$ cat src/rtl/clcb_pkg.sv
// Shared constants for the code lock countdown beeper: field widths, register
// indexes, key and mode codes, and parameter defaults. No dependencies.
package clcb_pkg;

   // field widths
   localparam int OP_W       = 1;
   localparam int KEY_W      = 5;
   localparam int MODE_W     = 2;
   localparam int DCNT_W     = 3;
   localparam int DIGIT_W    = 4;
   localparam int DIGITS_W   = 28;
   localparam int SECS_W     = 7;
   localparam int BASE_W     = 10;
   localparam int STEP_W     = 7;
   localparam int HALF_W     = 14;

   // configuration port
   localparam int CSR_IDX_W  = 2;
   localparam int CSR_DATA_W = 28;

   localparam logic [CSR_IDX_W-1:0] CSR_SECRET_CODE = 2'd0;
   localparam logic [CSR_IDX_W-1:0] CSR_COUNT_SECS  = 2'd1;
   localparam logic [CSR_IDX_W-1:0] CSR_BEEP_BASE   = 2'd2;
   localparam logic [CSR_IDX_W-1:0] CSR_BEEP_STEP   = 2'd3;

   localparam logic [DIGITS_W-1:0] SECRET_CODE_RST = 28'd134632759;
   localparam logic [SECS_W-1:0]   COUNT_SECS_RST  = 7'd40;
   localparam logic [BASE_W-1:0]   BEEP_BASE_RST   = 10'd30;
   localparam logic [STEP_W-1:0]   BEEP_STEP_RST   = 7'd3;

   // operation codes
   localparam logic [OP_W-1:0] OP_KEY  = 1'b0;
   localparam logic [OP_W-1:0] OP_TICK = 1'b1;

   // key codes
   localparam logic [KEY_W-1:0] KEY_DIGIT_LO = 5'd1;
   localparam logic [KEY_W-1:0] KEY_ZERO     = 5'd10;
   localparam logic [KEY_W-1:0] KEY_CLEAR    = 5'd14;
   localparam logic [KEY_W-1:0] KEY_ENTER    = 5'd16;

   // modes
   localparam logic [MODE_W-1:0] MODE_ENTRY = 2'd0;
   localparam logic [MODE_W-1:0] MODE_COUNT = 2'd1;
   localparam logic [MODE_W-1:0] MODE_ALARM = 2'd2;

   localparam logic [HALF_W-1:0] HALF_MAX = 14'd16383;

   // parameter defaults
   localparam int CODE_LENGTH_DEF      = 7;
   localparam int TICKS_PER_SECOND_DEF = 1000;

endpackage

$ cat src/rtl/clcb_req_if.sv
// Request channel of the code lock countdown beeper: valid/ready plus the
// key press or tick payload. Depends on clcb_pkg.
interface clcb_req_if;
   logic                          valid;
   logic                          ready;
   logic [clcb_pkg::OP_W-1:0]     operation;
   logic [clcb_pkg::KEY_W-1:0]    key_code;

   modport source (output valid, output operation, output key_code, input ready);
   modport sink   (input valid, input operation, input key_code, output ready);
endinterface

$ cat src/rtl/clcb_rsp_if.sv
// Response channel of the code lock countdown beeper: valid/ready plus the
// state snapshot taken after each transaction. Depends on clcb_pkg.
interface clcb_rsp_if;
   logic                             valid;
   logic                             ready;
   logic [clcb_pkg::MODE_W-1:0]      mode;
   logic [clcb_pkg::DCNT_W-1:0]      digit_count;
   logic [clcb_pkg::DIGITS_W-1:0]    entered_digits;
   logic [clcb_pkg::SECS_W-1:0]      seconds_left;
   logic                             tone_enable;
   logic                             error_flag;

   modport source (output valid, output mode, output digit_count, output entered_digits,
                   output seconds_left, output tone_enable, output error_flag,
                   input ready);
   modport sink   (input valid, input mode, input digit_count, input entered_digits,
                   input seconds_left, input tone_enable, input error_flag,
                   output ready);
endinterface

$ cat src/rtl/code_lock_countdown_beeper.sv
// Top level of the keypad code lock with countdown beeper.
// Depends on clcb_pkg, clcb_req_if and clcb_rsp_if.
//
//   channel   dir   handshake            payload
//   req_chan  in    valid / ready        operation, key_code
//   rsp_chan  out   valid / ready        mode, digit_count, entered_digits,
//                                        seconds_left, tone_enable, error_flag
//   csr_*     in    csr_we (no ready)    csr_index, csr_wdata
//
// Two register stages: input register, then next-state logic into the state
// and response registers; rsp valid is registered in the response stage. One
// transaction per cycle is sustained while rsp_chan.ready is high. The state
// update is the single path between the stages (7x7 multiply, add, saturate
// for the half period). Reset is synchronous, active high, and restores the
// register defaults. A stalled response holds the input register; req_chan.ready
// drops only when both stages are full and rsp_chan.ready is low.
module code_lock_countdown_beeper #(
   parameter int CODE_LENGTH      = clcb_pkg::CODE_LENGTH_DEF,
   parameter int TICKS_PER_SECOND = clcb_pkg::TICKS_PER_SECOND_DEF
) (
   input  logic                              clock,
   input  logic                              reset,
   clcb_req_if.sink                          req_chan,
   clcb_rsp_if.source                        rsp_chan,
   input  logic                              csr_we,
   input  logic [clcb_pkg::CSR_IDX_W-1:0]    csr_index,
   input  logic [clcb_pkg::CSR_DATA_W-1:0]   csr_wdata
);
   import clcb_pkg::*;

   localparam int CNT_W  = $clog2(CODE_LENGTH + 1);
   localparam int MS_W   = $clog2(TICKS_PER_SECOND + 1);
   localparam int PACK_N = (CODE_LENGTH < 7) ? CODE_LENGTH : 7;

   typedef logic [DIGIT_W-1:0] digit_type;

   // configuration registers
   logic [DIGITS_W-1:0] secret_ff;
   logic [SECS_W-1:0]   cd_secs_ff;
   logic [BASE_W-1:0]   base_ff;
   logic [STEP_W-1:0]   step_ff;

   // input stage
   logic                in_vld_ff;
   logic [OP_W-1:0]     in_op_ff;
   logic [KEY_W-1:0]    in_key_ff;

   // lock state
   logic [MODE_W-1:0]   mode_ff, mode_in;
   digit_type           digit_ff [CODE_LENGTH];
   digit_type           digit_in [CODE_LENGTH];
   logic [CNT_W-1:0]    cnt_ff, cnt_in;
   logic [SECS_W-1:0]   secs_ff, secs_in;
   logic [MS_W-1:0]     ms_ff, ms_in;
   logic [HALF_W-1:0]   half_ff, half_in;
   logic [HALF_W-1:0]   beep_ff, beep_in;
   logic                tone_ff, tone_in;
   logic                err_in;

   // response stage
   logic                out_vld_ff;
   logic [MODE_W-1:0]   out_mode_ff;
   logic [DCNT_W-1:0]   out_cnt_ff;
   logic [DIGITS_W-1:0] out_digits_ff;
   logic [SECS_W-1:0]   out_secs_ff;
   logic                out_tone_ff;
   logic                out_err_ff;

   logic                out_free;
   logic                step_en;
   logic                code_ok;
   logic [31:0]         code_ext;
   logic [DIGITS_W-1:0] packed_in;
   logic [CNT_W+2:0]    cnt_ext;
   logic [HALF_W-1:0]   half_cd;
   logic [HALF_W-1:0]   half_dec;
   logic [SECS_W-1:0]   secs_dec;
   logic [HALF_W-1:0]   beep_inc;
   logic [MS_W-1:0]     ms_inc;

   function automatic logic [HALF_W-1:0] calc_half(input logic [BASE_W-1:0] base,
                                                   input logic [STEP_W-1:0] step,
                                                   input logic [SECS_W-1:0] secs);
      logic [HALF_W-1:0] prod;
      logic [HALF_W:0]   sum;
      prod = HALF_W'(secs) * HALF_W'(step);
      sum  = (HALF_W+1)'(base) + (HALF_W+1)'(prod);
      return sum[HALF_W] ? HALF_MAX : sum[HALF_W-1:0];
   endfunction

   assign out_free       = !out_vld_ff || rsp_chan.ready;
   assign step_en        = in_vld_ff && out_free;
   assign req_chan.ready = !in_vld_ff || out_free;

   // configuration writes
   always_ff @(posedge clock) begin
      if (reset) begin
         secret_ff  <= SECRET_CODE_RST;
         cd_secs_ff <= COUNT_SECS_RST;
         base_ff    <= BEEP_BASE_RST;
         step_ff    <= BEEP_STEP_RST;
      end else if (csr_we) begin
         case (csr_index)
            CSR_SECRET_CODE: secret_ff  <= csr_wdata;
            CSR_COUNT_SECS:  cd_secs_ff <= csr_wdata[SECS_W-1:0];
            CSR_BEEP_BASE:   base_ff    <= csr_wdata[BASE_W-1:0];
            CSR_BEEP_STEP:   step_ff    <= csr_wdata[STEP_W-1:0];
            default:         ;
         endcase
      end
   end

   // input register
   always_ff @(posedge clock) begin
      if (reset) begin
         in_vld_ff <= 1'b0;
      end else if (req_chan.ready) begin
         in_vld_ff <= req_chan.valid;
      end
   end

   always_ff @(posedge clock) begin
      if (req_chan.valid && req_chan.ready) begin
         in_op_ff  <= req_chan.operation;
         in_key_ff <= req_chan.key_code;
      end
   end

   // code compare; the nibble past the seventh compares against zero
   assign code_ext = {4'b0, secret_ff};

   always_comb begin
      code_ok = (cnt_ff == CNT_W'(CODE_LENGTH));
      for (int i = 0; i < CODE_LENGTH; i++) begin
         if (digit_ff[i] != code_ext[4*i +: 4]) begin
            code_ok = 1'b0;
         end
      end
   end

   assign half_cd  = calc_half(base_ff, step_ff, cd_secs_ff);
   assign secs_dec = secs_ff - SECS_W'(1);
   assign half_dec = calc_half(base_ff, step_ff, secs_dec);
   assign beep_inc = beep_ff + HALF_W'(1);
   assign ms_inc   = ms_ff + MS_W'(1);

   always_comb begin
      mode_in = mode_ff;
      cnt_in  = cnt_ff;
      secs_in = secs_ff;
      ms_in   = ms_ff;
      half_in = half_ff;
      beep_in = beep_ff;
      tone_in = tone_ff;
      err_in  = 1'b0;
      for (int i = 0; i < CODE_LENGTH; i++) begin
         digit_in[i] = digit_ff[i];
      end

      if (in_op_ff == OP_KEY) begin
         if (mode_ff == MODE_ENTRY) begin
            if (in_key_ff == KEY_CLEAR) begin
               cnt_in = '0;
               for (int i = 0; i < CODE_LENGTH; i++) begin
                  digit_in[i] = '0;
               end
            end else if (in_key_ff == KEY_ENTER) begin
               if (code_ok) begin
                  mode_in = MODE_COUNT;
                  secs_in = cd_secs_ff;
                  ms_in   = '0;
                  beep_in = '0;
                  half_in = half_cd;
                  tone_in = 1'b1;
               end else begin
                  cnt_in = '0;
                  err_in = 1'b1;
                  for (int i = 0; i < CODE_LENGTH; i++) begin
                     digit_in[i] = '0;
                  end
               end
            end else if (in_key_ff inside {[KEY_DIGIT_LO:KEY_ZERO]}) begin
               if (cnt_ff < CNT_W'(CODE_LENGTH)) begin
                  for (int i = 0; i < CODE_LENGTH; i++) begin
                     if (cnt_ff == CNT_W'(i)) begin
                        digit_in[i] = (in_key_ff == KEY_ZERO) ? '0 : in_key_ff[DIGIT_W-1:0];
                     end
                  end
                  cnt_in = cnt_ff + CNT_W'(1);
               end else begin
                  err_in = 1'b1;
               end
            end
         end else if (in_key_ff == KEY_CLEAR) begin
            // counting or alarm: back to code entry
            mode_in = MODE_ENTRY;
            cnt_in  = '0;
            secs_in = '0;
            ms_in   = '0;
            beep_in = '0;
            tone_in = 1'b0;
            for (int i = 0; i < CODE_LENGTH; i++) begin
               digit_in[i] = '0;
            end
         end
      end else if (mode_ff == MODE_COUNT) begin
         if (beep_inc >= half_ff) begin
            beep_in = '0;
            tone_in = !tone_ff;
         end else begin
            beep_in = beep_inc;
         end
         if (ms_inc >= MS_W'(TICKS_PER_SECOND)) begin
            ms_in = '0;
            // zero seconds loaded: stays counting with seconds held
            if (secs_ff != '0) begin
               secs_in = secs_dec;
               half_in = half_dec;
               if (secs_dec == '0) begin
                  mode_in = MODE_ALARM;
                  tone_in = 1'b1;
               end
            end
         end else begin
            ms_in = ms_inc;
         end
      end
   end

   always_comb begin
      packed_in = '0;
      for (int i = 0; i < PACK_N; i++) begin
         packed_in[4*i +: 4] = digit_in[i];
      end
   end

   // digit_count shows the low three bits of the counter
   assign cnt_ext = {3'b0, cnt_in};

   // lock state
   always_ff @(posedge clock) begin
      if (reset) begin
         mode_ff <= MODE_ENTRY;
         cnt_ff  <= '0;
         secs_ff <= '0;
         ms_ff   <= '0;
         half_ff <= '0;
         beep_ff <= '0;
         tone_ff <= 1'b0;
         for (int i = 0; i < CODE_LENGTH; i++) begin
            digit_ff[i] <= '0;
         end
      end else if (step_en) begin
         mode_ff <= mode_in;
         cnt_ff  <= cnt_in;
         secs_ff <= secs_in;
         ms_ff   <= ms_in;
         half_ff <= half_in;
         beep_ff <= beep_in;
         tone_ff <= tone_in;
         for (int i = 0; i < CODE_LENGTH; i++) begin
            digit_ff[i] <= digit_in[i];
         end
      end
   end

   // response register
   always_ff @(posedge clock) begin
      if (reset) begin
         out_vld_ff <= 1'b0;
      end else if (out_free) begin
         out_vld_ff <= in_vld_ff;
      end
   end

   always_ff @(posedge clock) begin
      if (step_en) begin
         out_mode_ff   <= mode_in;
         out_cnt_ff    <= cnt_ext[DCNT_W-1:0];
         out_digits_ff <= packed_in;
         out_secs_ff   <= secs_in;
         out_tone_ff   <= tone_in;
         out_err_ff    <= err_in;
      end
   end

   assign rsp_chan.valid          = out_vld_ff;
   assign rsp_chan.mode           = out_mode_ff;
   assign rsp_chan.digit_count    = out_cnt_ff;
   assign rsp_chan.entered_digits = out_digits_ff;
   assign rsp_chan.seconds_left   = out_secs_ff;
   assign rsp_chan.tone_enable    = out_tone_ff;
   assign rsp_chan.error_flag     = out_err_ff;

   // errors only come from code entry
   a_err_in_entry: assert property (@(posedge clock) disable iff (reset)
      rsp_chan.valid && rsp_chan.error_flag |-> rsp_chan.mode == MODE_ENTRY)
      else $error("error flag outside code entry");

   // alarm always sounds
   a_alarm_tone: assert property (@(posedge clock) disable iff (reset)
      mode_ff == MODE_ALARM |-> tone_ff)
      else $error("alarm without tone");

   // code entry keeps the countdown idle
   a_entry_idle: assert property (@(posedge clock) disable iff (reset)
      mode_ff == MODE_ENTRY |-> secs_ff == '0 && !tone_ff)
      else $error("countdown state active in code entry");

   // digit counter never passes the code length
   a_cnt_bound: assert property (@(posedge clock) disable iff (reset)
      cnt_ff <= CNT_W'(CODE_LENGTH))
      else $error("digit counter overflow");

   // a held input transaction lands in the state exactly when the response frees
   a_step_out: assert property (@(posedge clock) disable iff (reset)
      step_en |=> out_vld_ff)
      else $error("transaction lost between stages");

endmodule
$ cat src/flat_wrapper.sv
// flat-port wrapper written by rule: the top's interface ports become plain ports
module code_lock_countdown_beeper_flat import clcb_pkg::*;
#(
   parameter int CODE_LENGTH      = clcb_pkg::CODE_LENGTH_DEF,
   parameter int TICKS_PER_SECOND = clcb_pkg::TICKS_PER_SECOND_DEF
)
  (clock, reset, csr_we, csr_index, csr_wdata, req_chan_valid, req_chan_operation, req_chan_key_code, req_chan_ready, rsp_chan_valid, rsp_chan_mode, rsp_chan_digit_count, rsp_chan_entered_digits, rsp_chan_seconds_left, rsp_chan_tone_enable, rsp_chan_error_flag, rsp_chan_ready);
  clcb_req_if req_chan_i ();
  clcb_rsp_if rsp_chan_i ();
  input  logic clock;
  input  logic reset;
  input  logic csr_we;
  input  logic [clcb_pkg::CSR_IDX_W-1:0] csr_index;
  input  logic [clcb_pkg::CSR_DATA_W-1:0] csr_wdata;
  input wire logic [$bits(req_chan_i.valid)-1:0] req_chan_valid;
  input wire logic [$bits(req_chan_i.operation)-1:0] req_chan_operation;
  input wire logic [$bits(req_chan_i.key_code)-1:0] req_chan_key_code;
  output wire logic [$bits(req_chan_i.ready)-1:0] req_chan_ready;
  output wire logic [$bits(rsp_chan_i.valid)-1:0] rsp_chan_valid;
  output wire logic [$bits(rsp_chan_i.mode)-1:0] rsp_chan_mode;
  output wire logic [$bits(rsp_chan_i.digit_count)-1:0] rsp_chan_digit_count;
  output wire logic [$bits(rsp_chan_i.entered_digits)-1:0] rsp_chan_entered_digits;
  output wire logic [$bits(rsp_chan_i.seconds_left)-1:0] rsp_chan_seconds_left;
  output wire logic [$bits(rsp_chan_i.tone_enable)-1:0] rsp_chan_tone_enable;
  output wire logic [$bits(rsp_chan_i.error_flag)-1:0] rsp_chan_error_flag;
  input wire logic [$bits(rsp_chan_i.ready)-1:0] rsp_chan_ready;
  assign req_chan_i.valid = req_chan_valid;
  assign req_chan_i.operation = req_chan_operation;
  assign req_chan_i.key_code = req_chan_key_code;
  assign req_chan_ready = req_chan_i.ready;
  assign rsp_chan_valid = rsp_chan_i.valid;
  assign rsp_chan_mode = rsp_chan_i.mode;
  assign rsp_chan_digit_count = rsp_chan_i.digit_count;
  assign rsp_chan_entered_digits = rsp_chan_i.entered_digits;
  assign rsp_chan_seconds_left = rsp_chan_i.seconds_left;
  assign rsp_chan_tone_enable = rsp_chan_i.tone_enable;
  assign rsp_chan_error_flag = rsp_chan_i.error_flag;
  assign rsp_chan_i.ready = rsp_chan_ready;
  code_lock_countdown_beeper #(.CODE_LENGTH(CODE_LENGTH), .TICKS_PER_SECOND(TICKS_PER_SECOND)) u_core (.clock(clock), .reset(reset), .req_chan(req_chan_i), .rsp_chan(rsp_chan_i), .csr_we(csr_we), .csr_index(csr_index), .csr_wdata(csr_wdata));
endmodule
$ cat config.mk
export PLATFORM = sky130hd
export DESIGN_NAME = code_lock_countdown_beeper_flat
export DESIGN_NICKNAME = d
export VERILOG_FILES = /design/src/rtl/clcb_pkg.sv /design/src/rtl/clcb_req_if.sv /design/src/rtl/clcb_rsp_if.sv /design/src/rtl/code_lock_countdown_beeper.sv /design/src/flat_wrapper.sv
export SDC_FILE = /design/constraint.sdc
export NUM_CORES = 1
export LEC_CHECK = 0
export BUFFER_PORTS_ARGS = -buffer_cell sky130_fd_sc_hd__buf_2
export CAP_MARGIN = 20
export CORE_MARGIN = 4
export CORE_UTILIZATION = 60
export CTS_BUF_LIST = sky130_fd_sc_hd__clkbuf_4 sky130_fd_sc_hd__clkbuf_8
export DETAILED_ROUTE_END_ITERATION = 16
export GPL_ROUTABILITY_DRIVEN = 0
export GPL_TIMING_DRIVEN = 1
export HOLD_SLACK_MARGIN = 0.06
export PLACE_DENSITY_LB_ADDON = 0.1
export SLEW_MARGIN = 10
export SYNTH_ARGS = -nofsm -noshare
export SYNTH_HDL_FRONTEND = slang
export SYNTH_SLANG_ARGS = --single-unit
$ cat constraint.sdc
create_clock -name clock -period 7 [get_ports clock]
set_clock_uncertainty 0.2 [all_clocks]
set_input_delay 1.05 -clock clock [delete_from_list [all_inputs] [get_ports clock]]
set_output_delay 1.05 -clock clock [all_outputs]
set_load 0.02 [all_outputs]
==> impl_metrics.tcl <==
set metrics [dict create \
    outcome "finished clean" \
    power_mw 2.724 \
    reg2reg_slack_ns 0.50 \
    initial_core_util_pct 61.80 \
    final_nets 1684 \
    grt_pass1_vias 9822 \
    drv_cap 0 \
    gr-total-overflow 0 \
    synthTopCellsByArea "edfxtp_1 (18%), dfxtp_1 (17%), fa_1 (11%)" \
    grt_use_total_pct 26.36 \
    worstSetupPathType "reg2reg" \
    num_io_pins 85 \
    clock_path_buffers 2 \
    p_leak_nw 6.163 \
    synthCells 1413 \
    endpoint_kind "register" \
    seq_area_frac_synth_pct 34.51 \
    cts_buffers 17 \
    synth-async-reset-ratio_pct 0 \
    hold_viol_final 0 \
    crit_required_ns 7.17 \
    vias_per_cell 5.701 \
    grt_max_degree 86 \
    cp-start-kind "register" \
    num_vias 10010 \
    dr.pass1.iters 5 \
    synthTopCellsByCount "nand2_1 (223), inv_1 (160), dfxtp_1 (105)" \
    syn_avg_cell_area_um2 8.992 \
    hold_slack_ns 0.2617 \
    dieArea_um2 23570 \
    worstPathCellList "clkinv_1, ha_1, inv_1, nor3_1, xor2_2, and2_1, fa_1, fa_1, fa_1, inv_1, fa_1, inv_1, ha_1, a21o_1, a21oi_1, o21ai_0, a41oi_1, xor2_1, nand2_1, o32ai_1, o21ai_0" \
    fp.dieW_um 153.5 \
    drive_gt1_share_pct 9.219 \
    path_common_cell "fa_1" \
    holdPathStages 2 \
    crit_path_max_fanout 13 \
    postCtsSetupBuffers 0 \
    clock-root-buffer "clkbuf_8" \
    max_stage_delay_ns 0.54 \
    initialDrtViolationCount 683 \
    fill_cells 1699 \
    pwr_density_cell_nw_per_um2 197.6 \
    yosys_register_bits 181 \
    drtAntennaViolNets 0 \
    min_from "u_core.half_ff[6]$_SDFFE_PP0P_" \
    clk_pin_slew_ns 0.12 \
    dp_hpwl_mm 23.79 \
    clock_sinks 181 \
    timing.rr.end "u_core.half_ff[13]$_SDFFE_PP0P_" \
    yosysTopAreaCell "edfxtp_1" \
    die_y_um 153.5 \
    post-route-util_pct 67.05 \
    ctsHtreeMaxLevel 4 \
    rr_worst_depth 21 \
    cts_tree "built" \
    worstMarginPinSlew_ns 0.9329 \
    syn_to_final_growth_pct 8.498 \
    critical_path_arrival_ns 6.66 \
    antenna_found_initial 0 \
    rsz0062_at_grt "false" \
    cts_resized 0 \
    critical_path.slowest_cell "fa_1" \
    synth_area_um2 12710 \
    fp-row-count 52 \
    r2r-start "u_core.secs_ff[0]$_SDFFE_PP0P_" \
    hold_buffers 0 \
    drc_errors 0 \
    clk_latency_ns 0.48 \
    synth.most_common_cell "nand2_1" \
    synth_top_area_share_pct 17.96 \
    antenna_cells 0 \
    fin_crit_ns 6.497 \
    finalWirelength_mm 30.96 \
    wl_per_cell_um 17.63 \
    max-vdd-ir-drop_uv 127.7 \
    yosysWarnings 0 \
    syn-num-nets 1624 \
    finalMaxSlewViolations 0 \
    synth_cell_type_count 63 \
    finalCritPeriodShare_pct 92.82 \
    hold_class "reg2reg" \
    grt_first_pass_wirelength_mm 50.42 \
    fmax_mhz 153.9 \
    holdPathEnd "u_core.half_ff[6]$_SDFFE_PP0P_" \
    port_buffers 84 \
    setup_viol 0 \
    synth_edf_count 76 \
    core_um2 20560 \
    slew_headroom_pct 37.68 \
    synthFlopType "dfxtp_1" \
    setup_tns_ns 0 \
]
-- worst max path at each step --
| stage | slack (ns) | start | cells after the start | to |
|---|---|---|---|---|
| floorplan | 1.20 | u_core.secs_ff[0]$_SDFFE_PP0P_ | 22 | u_core.half_ff[7]$_SDFFE_PP0P_ |
| global placement | 0.66 | u_core.secs_ff[0]$_SDFFE_PP0P_ | 21 | u_core.half_ff[13]$_SDFFE_PP0P_ |
| detailed placement | 0.44 | u_core.secs_ff[0]$_SDFFE_PP0P_ | 21 | u_core.half_ff[13]$_SDFFE_PP0P_ |
| CTS | 0.43 | u_core.secs_ff[0]$_SDFFE_PP0P_ | 21 | u_core.half_ff[13]$_SDFFE_PP0P_ |
| global route | 0.09 | u_core.secs_ff[0]$_SDFFE_PP0P_ | 21 | u_core.half_ff[13]$_SDFFE_PP0P_ |
| finish | 0.50 | u_core.secs_ff[0]$_SDFFE_PP0P_ | 21 | u_core.half_ff[13]$_SDFFE_PP0P_ |
-- logic make-up (layout without fill, tap and decap cells) --
group,after synthesis,in the layout,share of synthesized area (%)
AND/OR/NAND/NOR,537,537,21.13
flip-flops,181,181,34.51
buffers and inverters,211,284,6.322
XOR/XNOR,69,69,4.756
adder cells (fa/ha/maj),170,170,20.76
AO/OA/AOI/OAI,235,235,11.74
multiplexers,10,10,0.7878
-- layer usage --
layer	up-vias	track usage [%]	routed length [µm]
met1	4776	37.85	13960
met2	338	41.07	14020
li1	4860	-	-
met5	-	0	0
met3	37	5.790	2469
met4	0	6.392	512
-- critical path, delay by kind of cell, from the launching register on --
family,cells,cell delay [ns]
buf+inv,4,0.50
compound gates,6,1.46
flops,1,0.52
fa+ha+maj,6,2.57
xor+xnor,2,0.55
simple gates,3,0.57
-- metrics by stage --
step | std cells | worst slack [ns] | cell area (µm²)
2_1_floorplan | 1413 | 1.197 | 12710
3_3_place_gp | 1722 | 0.6618 | 13310
3_5_place_dp | 1722 | 0.4353 | 13310
4_1_cts | 1754 | 0.4257 | 13740
5_1_grt | 1756 | 0.08877 | 13790
6_report | 1756 | 0.5026 | 13790
-- layout make-up --
class,count,area [µm²],share of cell area (%)
Timing Repair Buffer,91,493.0,3.576
Clock inverter,15,201.4,1.461
Inverter,161,604.3,4.384
Sequential cell,181,4384,31.80
Tap cell,270,337.8,2.451
Multi-Input combinational cell,1021,7531,54.63
Clock buffer,17,234.0,1.697
-- power breakdown --
group | total (mW) | internal (mW) | switching (mW) | leakage, nW
Sequential | 1.18 | 1.14 | 0.0416 | 1.61
Combinational | 0.776 | 0.317 | 0.459 | 4.34
Clock | 0.765 | 0.288 | 0.477 | 0.217
-- placed cells by master (no fill, tap or decap), types with 23 or more instances in the layout --
cell type  netlist  final
a21oi_1         78     78
and2_1          86     86
buf_2            3     84
dfxtp_1        105    105
edfxtp_1        76     76
fa_1            68     68
ha_1           102    102
inv_1          160    159
nand2_1        223    223
nand3_1         31     31
nand3b_1        24     24
nor2_1          58     58
nor2b_1         23     23
o21ai_0         42     42
xnor2_1         52     52
-- state kept, by name, indices dropped and copies added, names as in the netlist, 10 cells and up --
register / cells
u_core.ms_ff: 10
u_core.rsp_chan.entered_digits: 28
u_core.base_ff: 10
u_core.half_ff: 14
u_core.beep_ff: 14
u_core.digit_ff: 28
u_core.secret_ff: 28
(Power assumes the default switching activity.)
